## src/rtl/rtp_pkg.sv

```systemverilog
// rtp_pkg: shared types, widths and codes for the rigid transform datapath
// no dependencies; imported by every module of the block
`timescale 1ns / 1ps

package rtp_pkg;

    // coordinate and coefficient formats
    localparam int COORD_WIDTH = 20;
    localparam int COEF_WIDTH  = 18;
    localparam int COORD_FRAC  = 8;
    localparam int COEF_FRAC   = COEF_WIDTH - 2;
    localparam int AXES        = 3;

    // derived datapath widths
    localparam int ROW_WIDTH   = AXES * COEF_WIDTH;
    localparam int TRANS_WIDTH = AXES * COORD_WIDTH;
    localparam int CFG_WIDTH   = (ROW_WIDTH > TRANS_WIDTH) ? ROW_WIDTH : TRANS_WIDTH;
    localparam int DIFF_WIDTH  = COORD_WIDTH + 1;
    localparam int PROD_WIDTH  = COEF_WIDTH + DIFF_WIDTH;
    localparam int RND_WIDTH   = PROD_WIDTH + 1 - COEF_FRAC;
    localparam int SUM_WIDTH   = RND_WIDTH + 2;

    typedef logic signed [COORD_WIDTH-1:0] coord_t;
    typedef logic signed [COEF_WIDTH-1:0]  coef_t;
    typedef logic signed [DIFF_WIDTH-1:0]  diff_t;
    typedef logic signed [SUM_WIDTH-1:0]   sum_t;

    // operation codes
    typedef enum logic [1:0] {
        OP_VEC_WORLD  = 2'd0,
        OP_VEC_OBJECT = 2'd1,
        OP_PT_WORLD   = 2'd2,
        OP_PT_OBJECT  = 2'd3
    } op_t;

    // configuration register indexes
    typedef enum logic [1:0] {
        CFG_ROT_ROW0    = 2'd0,
        CFG_ROT_ROW1    = 2'd1,
        CFG_ROT_ROW2    = 2'd2,
        CFG_TRANSLATION = 2'd3
    } cfg_idx_t;

    // transfer payloads
    typedef struct packed {
        op_t    operation;
        coord_t in_x;
        coord_t in_y;
        coord_t in_z;
    } in_item_t;

    typedef struct packed {
        coord_t out_x;
        coord_t out_y;
        coord_t out_z;
        logic   overflow;
    } out_item_t;

    // control from the pipeline front to the merging stage
    typedef struct packed {
        logic advance;
        logic valid;
    } pipe_ctl_t;

endpackage

```

## src/rtl/rtp_lane.sv

```systemverilog
// rtp_lane: one output row; three coefficient products, rounding and sum
// depends on rtp_pkg
`timescale 1ns / 1ps

module rtp_lane
    import rtp_pkg::*;
(
    input  logic   clk,
    input  logic   advance,
    input  coef_t  coef [AXES],
    input  diff_t  vin  [AXES],
    input  coord_t p_add,
    output sum_t   sum
);

    localparam logic signed [PROD_WIDTH:0] RND_HALF = (PROD_WIDTH + 1)'(1) << (COEF_FRAC - 1);

    logic signed [PROD_WIDTH-1:0] prod_reg [AXES];
    coord_t                       p_reg;
    sum_t                         sum_reg;
    sum_t                         sum_next;

    // product stage
    always_ff @(posedge clk)
    begin
        if (advance)
        begin
            for (int c = 0; c < AXES; c++)
            begin
                prod_reg[c] <= coef[c] * vin[c];
            end
            p_reg <= p_add;
        end
    end

    // round each product to nearest (ties up) and add the offset
    always_comb
    begin
        logic signed [PROD_WIDTH:0]  ext;
        logic signed [RND_WIDTH-1:0] rnd;
        sum_next = SUM_WIDTH'(p_reg);
        for (int c = 0; c < AXES; c++)
        begin
            ext      = {prod_reg[c][PROD_WIDTH-1], prod_reg[c]} + RND_HALF;
            rnd      = ext[PROD_WIDTH:COEF_FRAC];
            sum_next = sum_next + SUM_WIDTH'(rnd);
        end
    end

    // sum stage
    always_ff @(posedge clk)
    begin
        if (advance)
        begin
            sum_reg <= sum_next;
        end
    end

    assign sum = sum_reg;

endmodule

```

## config.mk

```make
export PLATFORM = sky130hd
export DESIGN_NAME = rtp_lane
export DESIGN_NICKNAME = d
export VERILOG_FILES = /design/src/rtl/rtp_pkg.sv /design/src/rtl/rtp_lane.sv
export SDC_FILE = /design/constraint.sdc
export NUM_CORES = 2
export LEC_CHECK = 0
export BUFFER_PORTS_ARGS = -buffer_cell sky130_fd_sc_hd__buf_2
export CAP_MARGIN = 0
export CORE_ASPECT_RATIO = 0.8
export CORE_UTILIZATION = 70
export DETAILED_ROUTE_END_ITERATION = 7
export PLACE_DENSITY = 0.89
export SLEW_MARGIN = 20
export SYNTH_ARGS = -nofsm -noshare
export SYNTH_HDL_FRONTEND = slang
export SYNTH_SLANG_ARGS = --single-unit
```

## constraint.sdc

```tcl
create_clock -name clk -period 12.5 [get_ports clk]
set_input_delay 1.25 -clock clk [delete_from_list [all_inputs] [get_ports clk]]
set_output_delay 1.25 -clock clk [all_outputs]
set_load 0.02 [all_outputs]
```

==> qor.txt <==
Crit path arrival time: 8.20 ns
CTS resizes: 0
quantity of hold-fixing buffers added after cts: 0
fin area: 48200 um2
total wire length: 109000 um
fin crit period: 8.02 ns
Reg2Reg Depth: 21
share of cells above drive strength 1: 0.0404
maximum number of pins on one net before global-route repair: 64
DIE WIDTH: 290 um
setup TNS: 0 ns
synth unique cells: 61
RR Startpoint: prod_reg[0][19]
Async SR Flop Fraction: 0
Root Driver: clkbuf_16
RR Endpoint: sum[22]
# port buffers: 164
Synth area leader: fa_1
Core Footprint: 65700 um2
DR DRC count: 0
Die ar.: 67500 um2
vias in the first global route: 36700
gr usage total: 0.347
gpl congestion: 0.948
synth warn: 0
final setup violation count: 0
die height: 233 um
crit end category: flip-flop
Rel. slew slack: 0.318
Num CTS Buffers: 17
run status: finished clean
H-tree depth: 4
filler instances: 4360
row cnt: 84
Multi-input gate area: 37000 um2
gr ovfl total: 0
Avg Synthesized Cell Area: 9.32 um2
crit share post-route: 0.642
Slew Limit Fails: 0
RSZ-0062 raised after global routing: no
CTS sink cnt: 118
CP Max Fanout: 20
clk buf depth: 2
Worst Hold End: sum[1]
Fin Hold WS: 0.948 ns
Worst EP required: 12.68 ns
Final ANT Viol Nets: 0
fin worst setup slack: 4.48 ns
Max-Cap Viols: 0
CTS tree: built
first-pass GRT wire length: 183000 um
number of synthesized flops with an enable pin: 118
Mapped Nets: 6615
Seq/Total Area, Yosys: 0.0762
FF+latch count, synth: 118
Pre-antenna DRT Iters: 8
nets@finish: 6591
initial antenna violation count: 5
startpoint types: input port
area fraction of the dominant cell type after synthesis: 0.507
f_max: 125 MHz
critical path type: in -> reg
Layout area overhead: 3.72%
Hold Violations, Final: 0
Via Count: 33200
Hold Crit Class: reg -> reg
worst hold start: prod_reg[0][55]
hold path depth: 3
Avg WL per Cell: 18.6 um
DR vias/cell: 5.68
Worst-Skew Late Latency: 0.43 ns
sequential cell area: 3540 um2
Slew @ Worst Pin: 1.01 ns
post-CTS setup buffers: 0
post-synthesis cell count: 4989
Post-Syn Area: 46500 um2
setup slack, reg-to-reg: 7.06 ns
Post-DP HPWL: 90400 um
# IOs: 165
max FFs per register: 72
Starting DRT DRC Count: 2752
Max Clock Skew: 0.00849 ns
clock slew at reported path FFs: 0.06 ns
DP Worst Slack: 4.21 ns
Placed Area: 47600 um2
initial core utilization: 0.708
Primary FF master, synth: edfxtp_1
synth top area cells: fa_1 (51%), inv_1 (11%), ha_1 (8.3%)
## through the flow
stage,instances,util
detailed placement,5806,0.725
global route,5842,0.734
floorplan,4989,-
global placement,5806,0.725
CTS,5838,0.734
finish,5842,0.734
## placed cells by master (no fill, tap or decap), types with 27 or more instances in the layout
| master | Yosys | layout |
|---|---|---|
| nand3_1 | 33 | 33 |
| a21oi_1 | 67 | 67 |
| a21o_1 | 28 | 28 |
| o21a_1 | 27 | 27 |
| nand2_1 | 761 | 761 |
| buf_2 | 0 | 163 |
| edfxtp_1 | 118 | 118 |
| xnor2_1 | 125 | 125 |
| nor2_1 | 135 | 135 |
| xor2_1 | 49 | 49 |
| fa_1 | 1177 | 1177 |
| and2_1 | 372 | 372 |
| o21ai_0 | 28 | 28 |
| ha_1 | 310 | 310 |
| inv_1 | 1367 | 1367 |
## synthesized netlist by cell type (all sizes together) (18+ instances only)
master  count
and3       18
a21o       28
edfxtp    118
nand2     761
xnor2     125
xor2       49
nor3       25
a21oi      67
nor2      135
fa       1177
o21a       27
o21ai      32
inv      1367
ha        310
and2      372
clkbuf    206
nand3      33
nand2b     18
## kinds of logic after synthesis
logic type	count (synthesis)	share of synthesized area
DFF	118	0.0762
muxes	2	0.000430
adders and majority gates	1487	0.590
buffers and inverters	1576	0.127
xor gates and xnor gates	174	0.0328
and+or+nand+nor	1420	0.142
AOI/OAI and AO/OA	212	0.0312
## how the worst max path moves through the flow
stage | startpoint | endpoint | slack, ns | cells past startpoint
after global placement | coef[0] | prod_reg[0][116] | 4.40 | 22
after detailed placement | coef[0] | prod_reg[0][116] | 4.21 | 22
final | coef[0] | prod_reg[0][116] | 4.48 | 22
after global routing | coef[0] | prod_reg[0][116] | 4.14 | 22
after floorplan | vin[31] | prod_reg[0][71] | 5.20 | 24
after CTS | coef[0] | prod_reg[0][116] | 4.58 | 22
## worst max-delay path: stages
cell     delay, ns
buf_2         0.22
and2_1        0.27
fa_1          0.75
fa_1          0.53
ha_1          0.53
inv_1         0.26
fa_1          0.53
inv_1         0.05
fa_1          0.52
inv_1         0.05
fa_1          0.48
inv_1         0.05
ha_1          0.34
nand2_1       0.07
or2_0         0.32
or3_1         0.38
o32ai_1       0.81
nand2_1       0.20
nand3_1       0.16
a31o_2        0.18
a21oi_1       0.09
xnor2_1       0.13
## layer usage
metal | global-route usage | share of wire | up-vias
met2 | 0.573 | 0.48 | 1738
met5 | 0 | 0.00012 | -
met4 | 0.155 | 0.053 | 2
met3 | 0.0527 | 0.090 | 393
met1 | 0.460 | 0.37 | 16800
li1 | - | - | 14300
## area by class of cell
class	instances	share of cell area
Sequential cell	118	0.0735
Tap cell	860	0.0223
Clock buffer	17	0.00882
Clock inverter	15	0.00345
Inverter	1368	0.106
Antenna cell	4	0.000208
Timing Repair Buffer	165	0.0172
Multi-Input combinational cell	3295	0.768
Power is left out: the tool's default activity adds up to more than one toggle a clock period on the data nets, which glitch-free logic cannot reach.
