`config.mk`:
```
export PLATFORM = sky130hd
export DESIGN_NAME = rtp_merge
export DESIGN_NICKNAME = d
export VERILOG_FILES = /design/src/rtl/rtp_pkg.sv /design/src/rtl/rtp_merge.sv
export SDC_FILE = /design/constraint.sdc
export NUM_CORES = 1
export LEC_CHECK = 0
export BUFFER_PORTS_ARGS = -buffer_cell sky130_fd_sc_hd__buf_2
export CAP_MARGIN = 20
export CORE_ASPECT_RATIO = 1.4
export CORE_UTILIZATION = 40
export DETAILED_ROUTE_END_ITERATION = 6
export PLACE_DENSITY = 0.75
export SLEW_MARGIN = 40
export SYNTH_ARGS = -nofsm -noshare
export SYNTH_HDL_FRONTEND = slang
export SYNTH_SLANG_ARGS = --single-unit
```
`constraint.sdc`:
```
create_clock -name clk -period 2 [get_ports clk]
set_input_delay 0.2 -clock clk [delete_from_list [all_inputs] [get_ports clk]]
set_output_delay 0.2 -clock clk [all_outputs]
set_load 0.01 [all_outputs]
```
`src/rtl/rtp_pkg.sv`:
```
// rtp_pkg: shared types, widths and codes for the rigid transform datapath
// no dependencies; imported by every module of the block
`timescale 1ns / 1ps

package rtp_pkg;

    // coordinate and coefficient formats
    localparam int COORD_WIDTH = 20;
    localparam int COEF_WIDTH  = 18;
    localparam int COORD_FRAC  = 8;
    localparam int COEF_FRAC   = COEF_WIDTH - 2;
    localparam int AXES        = 3;

    // derived datapath widths
    localparam int ROW_WIDTH   = AXES * COEF_WIDTH;
    localparam int TRANS_WIDTH = AXES * COORD_WIDTH;
    localparam int CFG_WIDTH   = (ROW_WIDTH > TRANS_WIDTH) ? ROW_WIDTH : TRANS_WIDTH;
    localparam int DIFF_WIDTH  = COORD_WIDTH + 1;
    localparam int PROD_WIDTH  = COEF_WIDTH + DIFF_WIDTH;
    localparam int RND_WIDTH   = PROD_WIDTH + 1 - COEF_FRAC;
    localparam int SUM_WIDTH   = RND_WIDTH + 2;

    typedef logic signed [COORD_WIDTH-1:0] coord_t;
    typedef logic signed [COEF_WIDTH-1:0]  coef_t;
    typedef logic signed [DIFF_WIDTH-1:0]  diff_t;
    typedef logic signed [SUM_WIDTH-1:0]   sum_t;

    // operation codes
    typedef enum logic [1:0] {
        OP_VEC_WORLD  = 2'd0,
        OP_VEC_OBJECT = 2'd1,
        OP_PT_WORLD   = 2'd2,
        OP_PT_OBJECT  = 2'd3
    } op_t;

    // configuration register indexes
    typedef enum logic [1:0] {
        CFG_ROT_ROW0    = 2'd0,
        CFG_ROT_ROW1    = 2'd1,
        CFG_ROT_ROW2    = 2'd2,
        CFG_TRANSLATION = 2'd3
    } cfg_idx_t;

    // transfer payloads
    typedef struct packed {
        op_t    operation;
        coord_t in_x;
        coord_t in_y;
        coord_t in_z;
    } in_item_t;

    typedef struct packed {
        coord_t out_x;
        coord_t out_y;
        coord_t out_z;
        logic   overflow;
    } out_item_t;

    // control from the pipeline front to the merging stage
    typedef struct packed {
        logic advance;
        logic valid;
    } pipe_ctl_t;

endpackage

```
`src/rtl/rtp_merge.sv`:
```
// rtp_merge: saturates the three lane sums, ORs the overflow flags, holds the result
// depends on rtp_pkg
`timescale 1ns / 1ps

module rtp_merge
    import rtp_pkg::*;
(
    input  logic      clk,
    input  logic      rst_n,
    input  pipe_ctl_t ctl,
    input  sum_t      sum [AXES],
    output logic      out_valid,
    output out_item_t out_item
);

    localparam coord_t COORD_MAX = {1'b0, {(COORD_WIDTH-1){1'b1}}};
    localparam coord_t COORD_MIN = {1'b1, {(COORD_WIDTH-1){1'b0}}};

    logic      out_valid_reg;
    out_item_t out_item_reg;
    out_item_t out_item_next;
    coord_t    sat [AXES];
    logic      ovf [AXES];

    // clamp each sum to the coordinate range
    always_comb
    begin
        for (int r = 0; r < AXES; r++)
        begin
            ovf[r] = (sum[r][SUM_WIDTH-1:COORD_WIDTH-1] != {(SUM_WIDTH-COORD_WIDTH+1){1'b0}})
                  && (sum[r][SUM_WIDTH-1:COORD_WIDTH-1] != {(SUM_WIDTH-COORD_WIDTH+1){1'b1}});
            if (ovf[r])
            begin
                sat[r] = sum[r][SUM_WIDTH-1] ? COORD_MIN : COORD_MAX;
            end
            else
            begin
                sat[r] = sum[r][COORD_WIDTH-1:0];
            end
        end
        out_item_next.out_x    = sat[0];
        out_item_next.out_y    = sat[1];
        out_item_next.out_z    = sat[2];
        out_item_next.overflow = ovf[0] | ovf[1] | ovf[2];
    end

    // output valid
    always_ff @(posedge clk or negedge rst_n)
    begin
        if (!rst_n)
        begin
            out_valid_reg <= 1'b0;
        end
        else if (ctl.advance)
        begin
            out_valid_reg <= ctl.valid;
        end
    end

    // output payload
    always_ff @(posedge clk)
    begin
        if (ctl.advance)
        begin
            out_item_reg <= out_item_next;
        end
    end

    assign out_valid = out_valid_reg;
    assign out_item  = out_item_reg;

endmodule

```
==> flow_summary.ini, run 1 <==
[run_status]
status = completed

[cts]
cts_tree = done
worstSkewPairLatency_ns = 0.34
cts.clk_slew.worst_paths_ns = 0.07
cts-root-buf = clkbuf_8
cts.sinks = 62
cts_made_buffers = 9
clockBufferDepth = 2
h-tree-depth = 3

[floorplanning]
die_w_um = 69.4
die_area_um2 = 6690
pin_count = 144
core_area_um2 = 6170
std_cell_rows = 34
start_util_pct = 41.3
die_h_um = 96.4

[worst_setup_path]
startpoint_type = input port
crit_path_end_kind = register
cp_max_fo = 19
required_ns = 2.10
path_class = input port to register
crit_arrival_ns = 1.34

[drt]
num_vias = 1887
drc_errors = 0
first_pass_iters = 4
wl_mm = 5.51
antenna_left = 0
wire_per_inst_um = 14.5
drtIter0Drc = 51
vias_per_cell = 4.95

[logic_synthesis]
netlist_instances = 157
synth_warnings = 0
synth_seq_area_share_pct = 73.0
synth_most_common_cell = edfxtp_1
synth_seq_cells = 62
synth-edff-count = 61
synthTopCellsByArea = edfxtp_1 (72%), a21o_1 (14%), a21o_2 (3.1%)
netlist.area_leader.share_pct = 72.0
ys_dominant_reg_cell = edfxtp_1
syn_nets = 239
netlist_area_um2 = 2540
yosys-top-cells-count = edfxtp_1 (61), a21o_1 (48), a21o_2 (9)
synth_top_cell_by_area = edfxtp_1
ys_async_sr_fraction_pct = 1.61
yosysUniqueCellTypes = 18
avgSynthCellArea_um2 = 16.2

[min_path]
min_path_type = input port to register

[flow_run]
cap_violations = 0

[placement]
dp_hpwl_mm = 3.93
numPortBuffers = 143
place_area_um2 = 3300
gp_congestion = 0.746

[power]
power.leakage_nw = 1.73
max-vdd-ir-drop_v = 0.000460
power_density_nw_per_um2 = 860

[cells_and_area]
regArea_um2 = 1860
drive_above_1_share_pct = 57.0
n_antenna_cell = 0
nets = 386
syn_to_final_growth_pct = 37.8
n_fill_cell = 516
fin_area_um2 = 3510
multi_input_area_um2 = 569
fin_util_pct = 56.8
largest_reg_flops = 61

[timing]
setup_viol = 0
rsz0062_at_grt = no
slew_viol_final = 0
period_minus_slack_ns = 1.24
finalSetupTns_ns = 0
fin_skew_ns = 0
slew_headroom_pct = 56.9
fmax_ghz = 0.806
max_slew.worst_pin.slew_ns = 0.646
fin_crit_sh_pct = 62.1
hold_viol = 0

[grt]
antenna_found_initial = 0
gr-total-overflow = 0
grt_pass1_wl_mm = 8.16
grt_usage_pct = 16.7
grt_max_degree = 33
grt_pass1_vias = 1813
stage by stage:
| stage | worst slack, ns | hold WS (ns) | power, mW | cells |
|---|---|---|---|---|
| finish | 0.759 | 0.0761 | 3.02 | 381 |
| global route | 0.668 | 0.0700 | 3.15 | 381 |
| CTS | 0.759 | 0.0547 | 3.06 | 381 |
| floorplan | 0.674 | -0.0956 | 1.75 | 157 |
| global placement | 0.426 | -0.0242 | 1.95 | 364 |
| detailed placement | 0.380 | -0.0245 | 1.96 | 364 |
cells in the final DEF, fill, tap and decap left out:
master         count
nor2b_1            2
clkbuf_8           9
o21ai_1            3
nor3_1             3
edfxtp_1          61
nand2_1            3
nor4_1             3
a21o_2             9
buf_12             1
bufinv_16          1
buf_2            143
clkinv_2           1
dfrtp_1            1
clkinvlp_4         3
dlygate4sd3_1      1
mux2_2             1
and2b_1            1
nand3_1            4
clkinv_4           2
buf_4              6
nand4_1            3
a21o_1            48
cells by family after synthesis:
| logic type | synth area share [%] |
|---|---|
| buffers and inverters | 4.67 |
| flip-flops | 73.0 |
| AO/OA/AOI/OAI | 17.8 |
| AND/OR/NAND/NOR | 4.08 |
| multiplexers | 0.442 |
worst max-delay path, stage by stage:
cell,delay [ns]
buf_2,0.12
nor4_1,0.24
nand2_1,0.10
and2b_1,0.38
a21o_2,0.29
report_power, final:
group	switching, mW	total (mW)	internal [mW]
Sequential	0.0229	1.57	1.54
Combinational	0.188	0.363	0.175
Clock	0.509	1.09	0.576
Total	0.720	3.02	2.30
worst paths after layout:
kind	start	to	slack (ns)	depth (start not counted)
hold reg to reg	out_valid	out_valid	0.51	1
setup reg to reg	out_valid	out_valid	1.26	1
max in group asynchronous	rst_n	out_valid	1.76	2
min in group asynchronous	rst_n	out_valid	0.16	2
setup / recovery	sum[25]	out_item[2]	0.76	5
hold / removal	sum[25]	out_item[20]	0.08	1
routing by layer:
layer	wire length [um]	track usage (%)
met5	0	0
met2	2860	28.2
met4	210	14.6
met3	385	4.05
met1	2050	17.5
area by class of cell:
type | instances | area share, %
Sequential cell | 62 | 53.0
Timing Repair Buffer | 151 | 22.6
Multi-Input combinational cell | 80 | 16.2
Clock buffer | 9 | 3.53
Tap cell | 72 | 2.57
Clock inverter | 7 | 2.14
what timing repair did:
item,4_1_cts,5_1_grt
resized for setup,0,0
buffers inserted,0,0
hold endpoints to repair,1,0
hold buffers,1,0
Note: power is estimated with default switching activity, not from simulation.
==> run 2: changes to the inputs <==
==> constraint.sdc (replaced) <==
create_clock -name clk -period 1.2 [get_ports clk]
set_input_delay 0.12 -clock clk [delete_from_list [all_inputs] [get_ports clk]]
set_output_delay 0.12 -clock clk [all_outputs]
set_load 0.01 [all_outputs]
==> run 2 against run 1 <==
Routed wire length shrank 0.58%. Largest cell class unchanged. Via count grew 1.5%. Sequential cell count is the same. Cell count grew 2.9%. Utilization grew 2.9 points. Critical path depth grew 1. Worst setup slack lost 0.59 ns. Highest routed layer unchanged. Critical path type unchanged. Count of clock-buffer cells in the layout grew 1. Die area is the same.
==> flow_summary.ini, run 2 (same netlist as run 1, synthesis figures left out) <==
[cts]
h-tree-depth = 3
worstSkewPairLatency_ns = 0.33
cts.sinks = 62
clockBufferDepth = 2
cts_made_buffers = 9
cts_tree = done
cts_setup_buffers = 0
cts-root-buf = clkbuf_8
cts.clk_slew.worst_paths_ns = 0.06

[cells_and_area]
drive_above_1_share_pct = 58.8
n_antenna_cell = 0
syn_to_final_growth_pct = 44.8
nets = 397
final_common_cell = buf_2
final_cell_count_no_fill = 392
layout_common_cells = buf_2 (143), edfxtp_1 (61), a21o_1 (48)
largest_reg_flops = 61

[drt]
antenna_left = 0
first_pass_iters = 5
drtIter0Drc = 79
wl_mm = 5.48
vias_per_cell = 4.89
wire_per_inst_um = 14.0
drc_errors = 0
num_vias = 1915

[flow_run]
cap_violations = 0

[grt]
grt_pass1_wl_mm = 8.29
grt_pass1_vias = 1818
grt_usage_pct = 16.7
antenna_found_initial = 0
grt_max_degree = 21
gr-total-overflow = 0

[timing]
period_minus_slack_ns = 1.03
slew_viol_final = 0
hold_viol = 0
slew_headroom_pct = 70.5
rsz0062_at_grt = no
max_slew.worst_pin.slew_ns = 0.441
fin_skew_ns = 0
setup_viol = 0
fmax_ghz = 0.973
fin_crit_sh_pct = 85.6

[power]
power_density_nw_per_um2 = 1400
p_int_mw = 4.04
switching_share_pct = 21.7
power.net_switching_mw = 1.12
power.leakage_nw = 1.84
p_seq_share_pct = 50.6
p_clk_share_pct = 36.8
total_power_mw = 5.16
max-vdd-ir-drop_v = 0.000847
pwr-share-comb_pct = 12.6

[worst_setup_path]
required_ns = 1.28
path_class = input port to register
critPathLaunch = sum[24]
crit_arrival_ns = 1.11
r2r-end = out_valid
crit_path_end_kind = register
reg2regPathDepth = 1
rrSetupSlack_ns = 0.43
reg2reg_from = out_valid
cp_max_fo = 5
startpoint_type = input port

[floorplanning]
pin_count = 144
start_util_pct = 41.3
die_h_um = 96.4
std_cell_rows = 34
die_area_um2 = 6690
core_area_um2 = 6170
die_w_um = 69.4

[placement]
gp_congestion = 0.736
numPortBuffers = 143
dp.cells = 375
dp_hpwl_mm = 4.09

[min_path]
worstHoldPathCells = 2
min_to = out_valid
min_from = ctl[0]
min_path_type = input port to register

[run_status]
status = completed
[run 2: cell types whose count changed in the layout (fill, tap and decap cells not counted), sizes merged]
cell and delta:
clkbuf +1, clkinvlp -3, bufinv +1, buf +11
clkinv +1
[run 2: critical path, stage by stage]
cell,delay [ns]
buf_2,0.12
nor4_4,0.25
nand2_1,0.08
and2b_1,0.20
buf_4,0.16
a21o_2,0.18
[run 2: how the worst max path moves through the flow]
stage                         to  slack [ns]  cells past startpoint
floorplan           out_item[10]       -0.03                      6
global placement    out_item[16]       -0.16                      6
detailed placement  out_item[16]       -0.18                      6
CTS                 out_item[16]        0.18                      6
global route        out_item[16]        0.13                      6
finish               out_item[2]        0.17                      6
[run 2: repair_timing]
action	in CTS	in global routing
gates resized for setup	0	0
hold endpoints to repair	1	0
hold buffers	1	0
[run 2: area by class of cell]
type | count | area [um^2]
clock buffer | 10 | 128
clock inverter | 6 | 76.3
fill | 489 | 2480
multi-input combinational | 80 | 612
sequential | 62 | 1860
tap | 72 | 90.1
timing repair buffer | 162 | 923
[run 2: power by group through the flow]
| stage | logic [mW] | clock network [mW] | registers (mW) |
|---|---|---|---|
| 4_1_cts | 0.656 | 1.96 | 2.61 |
| 3_5_place_dp | 0.653 | 0 | 2.66 |
| 2_1_floorplan | 0.155 | 0 | 2.77 |
| 3_3_place_gp | 0.637 | 0 | 2.66 |
| 5_1_grt | 0.707 | 2.04 | 2.63 |
| 6_report | 0.650 | 1.90 | 2.61 |
[run 2: stage by stage]
step | cell area, um^2 | utilization [%] | setup TNS, ns | hold slack, ns | setup slack [ns]
final | 3690 | 59.8 | 0 | 0.0325 | 0.173
after global routing | 3690 | 59.8 | 0 | 0.0196 | 0.132
after CTS | 3690 | 59.8 | 0 | 0.00495 | 0.184
after detailed placement | 3470 | 56.3 | -3.69 | -0.104 | -0.184
after global placement | 3470 | 56.3 | -2.84 | -0.105 | -0.163
after floorplan | 2590 | - | -0.316 | -0.176 | -0.0316
[run 2: layer usage]
metal	GRT usage, %	routed length [um]	vias to the layer above	part of all wire [%]
met4	11.1	136	0	2.5
met2	28.9	2860	94	52
met5	0	0	-	0
li1	-	-	924	-
met1	18.2	2110	884	39
met3	4.25	364	13	6.6
==> run 3: changes to the inputs <==
--- a/config.mk
+++ b/config.mk
@@ -8,9 +8,9 @@
 export BUFFER_PORTS_ARGS = -buffer_cell sky130_fd_sc_hd__buf_2
 export CAP_MARGIN = 20
 export CORE_ASPECT_RATIO = 1.4
-export CORE_UTILIZATION = 40
+export CORE_UTILIZATION = 39
 export DETAILED_ROUTE_END_ITERATION = 6
-export PLACE_DENSITY = 0.75
+export PLACE_DENSITY = 0.76
 export SLEW_MARGIN = 40
 export SYNTH_ARGS = -nofsm -noshare
 export SYNTH_HDL_FRONTEND = slang
==> constraint.sdc (replaced) <==
create_clock -name clk -period 0.85 [get_ports clk]
set_input_delay 0.085 -clock clk [delete_from_list [all_inputs] [get_ports clk]]
set_output_delay 0.085 -clock clk [all_outputs]
set_load 0.01 [all_outputs]
==> run 3 against run 2 <==
The run now ends with negative setup slack left. Clock skew did not move. Sequential power rose by 42%. Via count up 4.2%. Power grew 37%. Register-to-register slack worse by 0.32 ns.
==> flow_summary.ini, run 3 (same netlist as run 1, synthesis figures left out) <==
[placement]
numPortBuffers = 143
dp_hpwl_mm = 4.12
pre_cts_ws_ns = -0.497
gp_congestion = 0.713
place_area_um2 = 3450

[flow_run]
cap_violations = 0

[drt]
wire_per_inst_um = 15.9
antenna_left = 0
wl_mm = 6.33
drc_errors = 0
num_vias = 1995
first_pass_iters = 4
vias_per_cell = 5.01
drtIter0Drc = 72

[cts]
cts-root-buf = clkbuf_8
cts.clk_slew.worst_paths_ns = 0.07
clockBufferDepth = 2
worstSkewPairLatency_ns = 0.32
cts_made_buffers = 9
h-tree-depth = 3
cts_tree = done
cts.sinks = 62

[power]
power.leakage_nw = 1.92
max-vdd-ir-drop_v = 0.000956
power_density_nw_per_um2 = 1830

[grt]
grt_pass1_wl_mm = 9.18
grt_pass1_vias = 2071
grt_max_degree = 25
gr-total-overflow = 0
antenna_found_initial = 0
grt_usage_pct = 17.7

[timing]
rsz0062_at_grt = yes
worst_hold_slack_ns = 0.0224
fin_crit_sh_pct = 115
fin_ws_ns = -0.126
period_minus_slack_ns = 0.976
fin_skew_ns = 0
setup_viol = 118
slew_viol_final = 0
max_slew.worst_pin.slew_ns = 0.257
slew_headroom_pct = 82.8
fmax_ghz = 1.02
hold_viol = 0

[cells_and_area]
drive_above_1_share_pct = 61.3
fin_util_pct = 61.8
layout_common_cells = buf_2 (135), edfxtp_1 (61), a21o_1 (48)
largest_reg_flops = 61
n_antenna_cell = 0
nets = 404
fin_area_um2 = 3870
syn_to_final_growth_pct = 52.0
final_common_cell = buf_2

[floorplanning]
start_util_pct = 40.7
die_area_um2 = 6860
die_w_um = 70.3
pin_count = 144
die_h_um = 97.6
core_area_um2 = 6250
std_cell_rows = 34

[worst_setup_path]
cp_max_fo = 7
required_ns = 0.93
startpoint_type = input port
crit_path_end_kind = register
crit_arrival_ns = 1.06
path_class = input port to register

[run_status]
violations = negative setup slack
status = complete, but fails checks

[min_path]
min_path_type = input port to register
[run 3: cell types whose count changed in the layout (fill, tap and decap cells not counted), moves of 3 or more]
cell / delta
buf_6: +12
buf_4: -5
nor2b_4: +5
buf_8: +3
buf_2: -8
[run 3: final timing paths]
kind | depth (start not counted) | start | slack, ns | to
worst max register to register | 1 | out_valid | 0.11 | out_valid
worst min register to register | 1 | out_valid | 0.51 | out_valid
worst min-delay path | 2 | sum[38] | 0.02 | out_item[33]
min in group asynchronous | 2 | rst_n | 0.06 | out_valid
worst max-delay path | 6 | sum[25] | -0.13 | out_item[15]
max in group asynchronous | 2 | rst_n | 0.71 | out_valid
[run 3: report_power, final]
part | internal [mW] | total [mW] | switching, mW
clock network | 1.30 | 2.36 | 1.06
logic | 0.512 | 1.01 | 0.497
registers | 3.64 | 3.70 | 0.0599
[run 3: metal layers]
layer	GRT usage (%)	vias to the layer above	share of wire, %
li1	-	940	-
met1	18.4	941	34
met2	31.1	95	57
met3	3.84	19	6.1
met4	12.0	0	3.6
met5	0	-	0
[run 3: timing repair]
item	4_1_cts	5_1_grt
buffers inserted	1	0
cloned	2	5
pin swaps	5	6
endpoints found under the hold margin	3	0
hold buffers	3	0
endpoints found under the setup margin	82	120
resized for setup	14	23
[run 3: per-stage QoR]
stage          TNS (ns)  cells  total power, mW
6_report          -7.25    398             7.06
3_3_place_gp     -20.81    372             4.65
4_1_cts           -7.45    393             7.10
2_1_floorplan    -15.65    157             4.13
3_5_place_dp     -22.10    372             4.68
5_1_grt          -11.62    398             7.36
[run 3: area by class of cell]
type | count | area [um^2]
timing repair buffer | 164 | 1010
clock buffer | 9 | 124
fill | 501 | 2390
tap | 72 | 90.1
sequential | 62 | 1860
clock inverter | 6 | 53.8
multi-input combinational | 85 | 737
[run 3: critical path: stages]
cell     delay [ns]
buf_8          0.10
nor4_4         0.24
nand2_1        0.08
and2b_2        0.23
buf_6          0.14
a21o_2         0.18
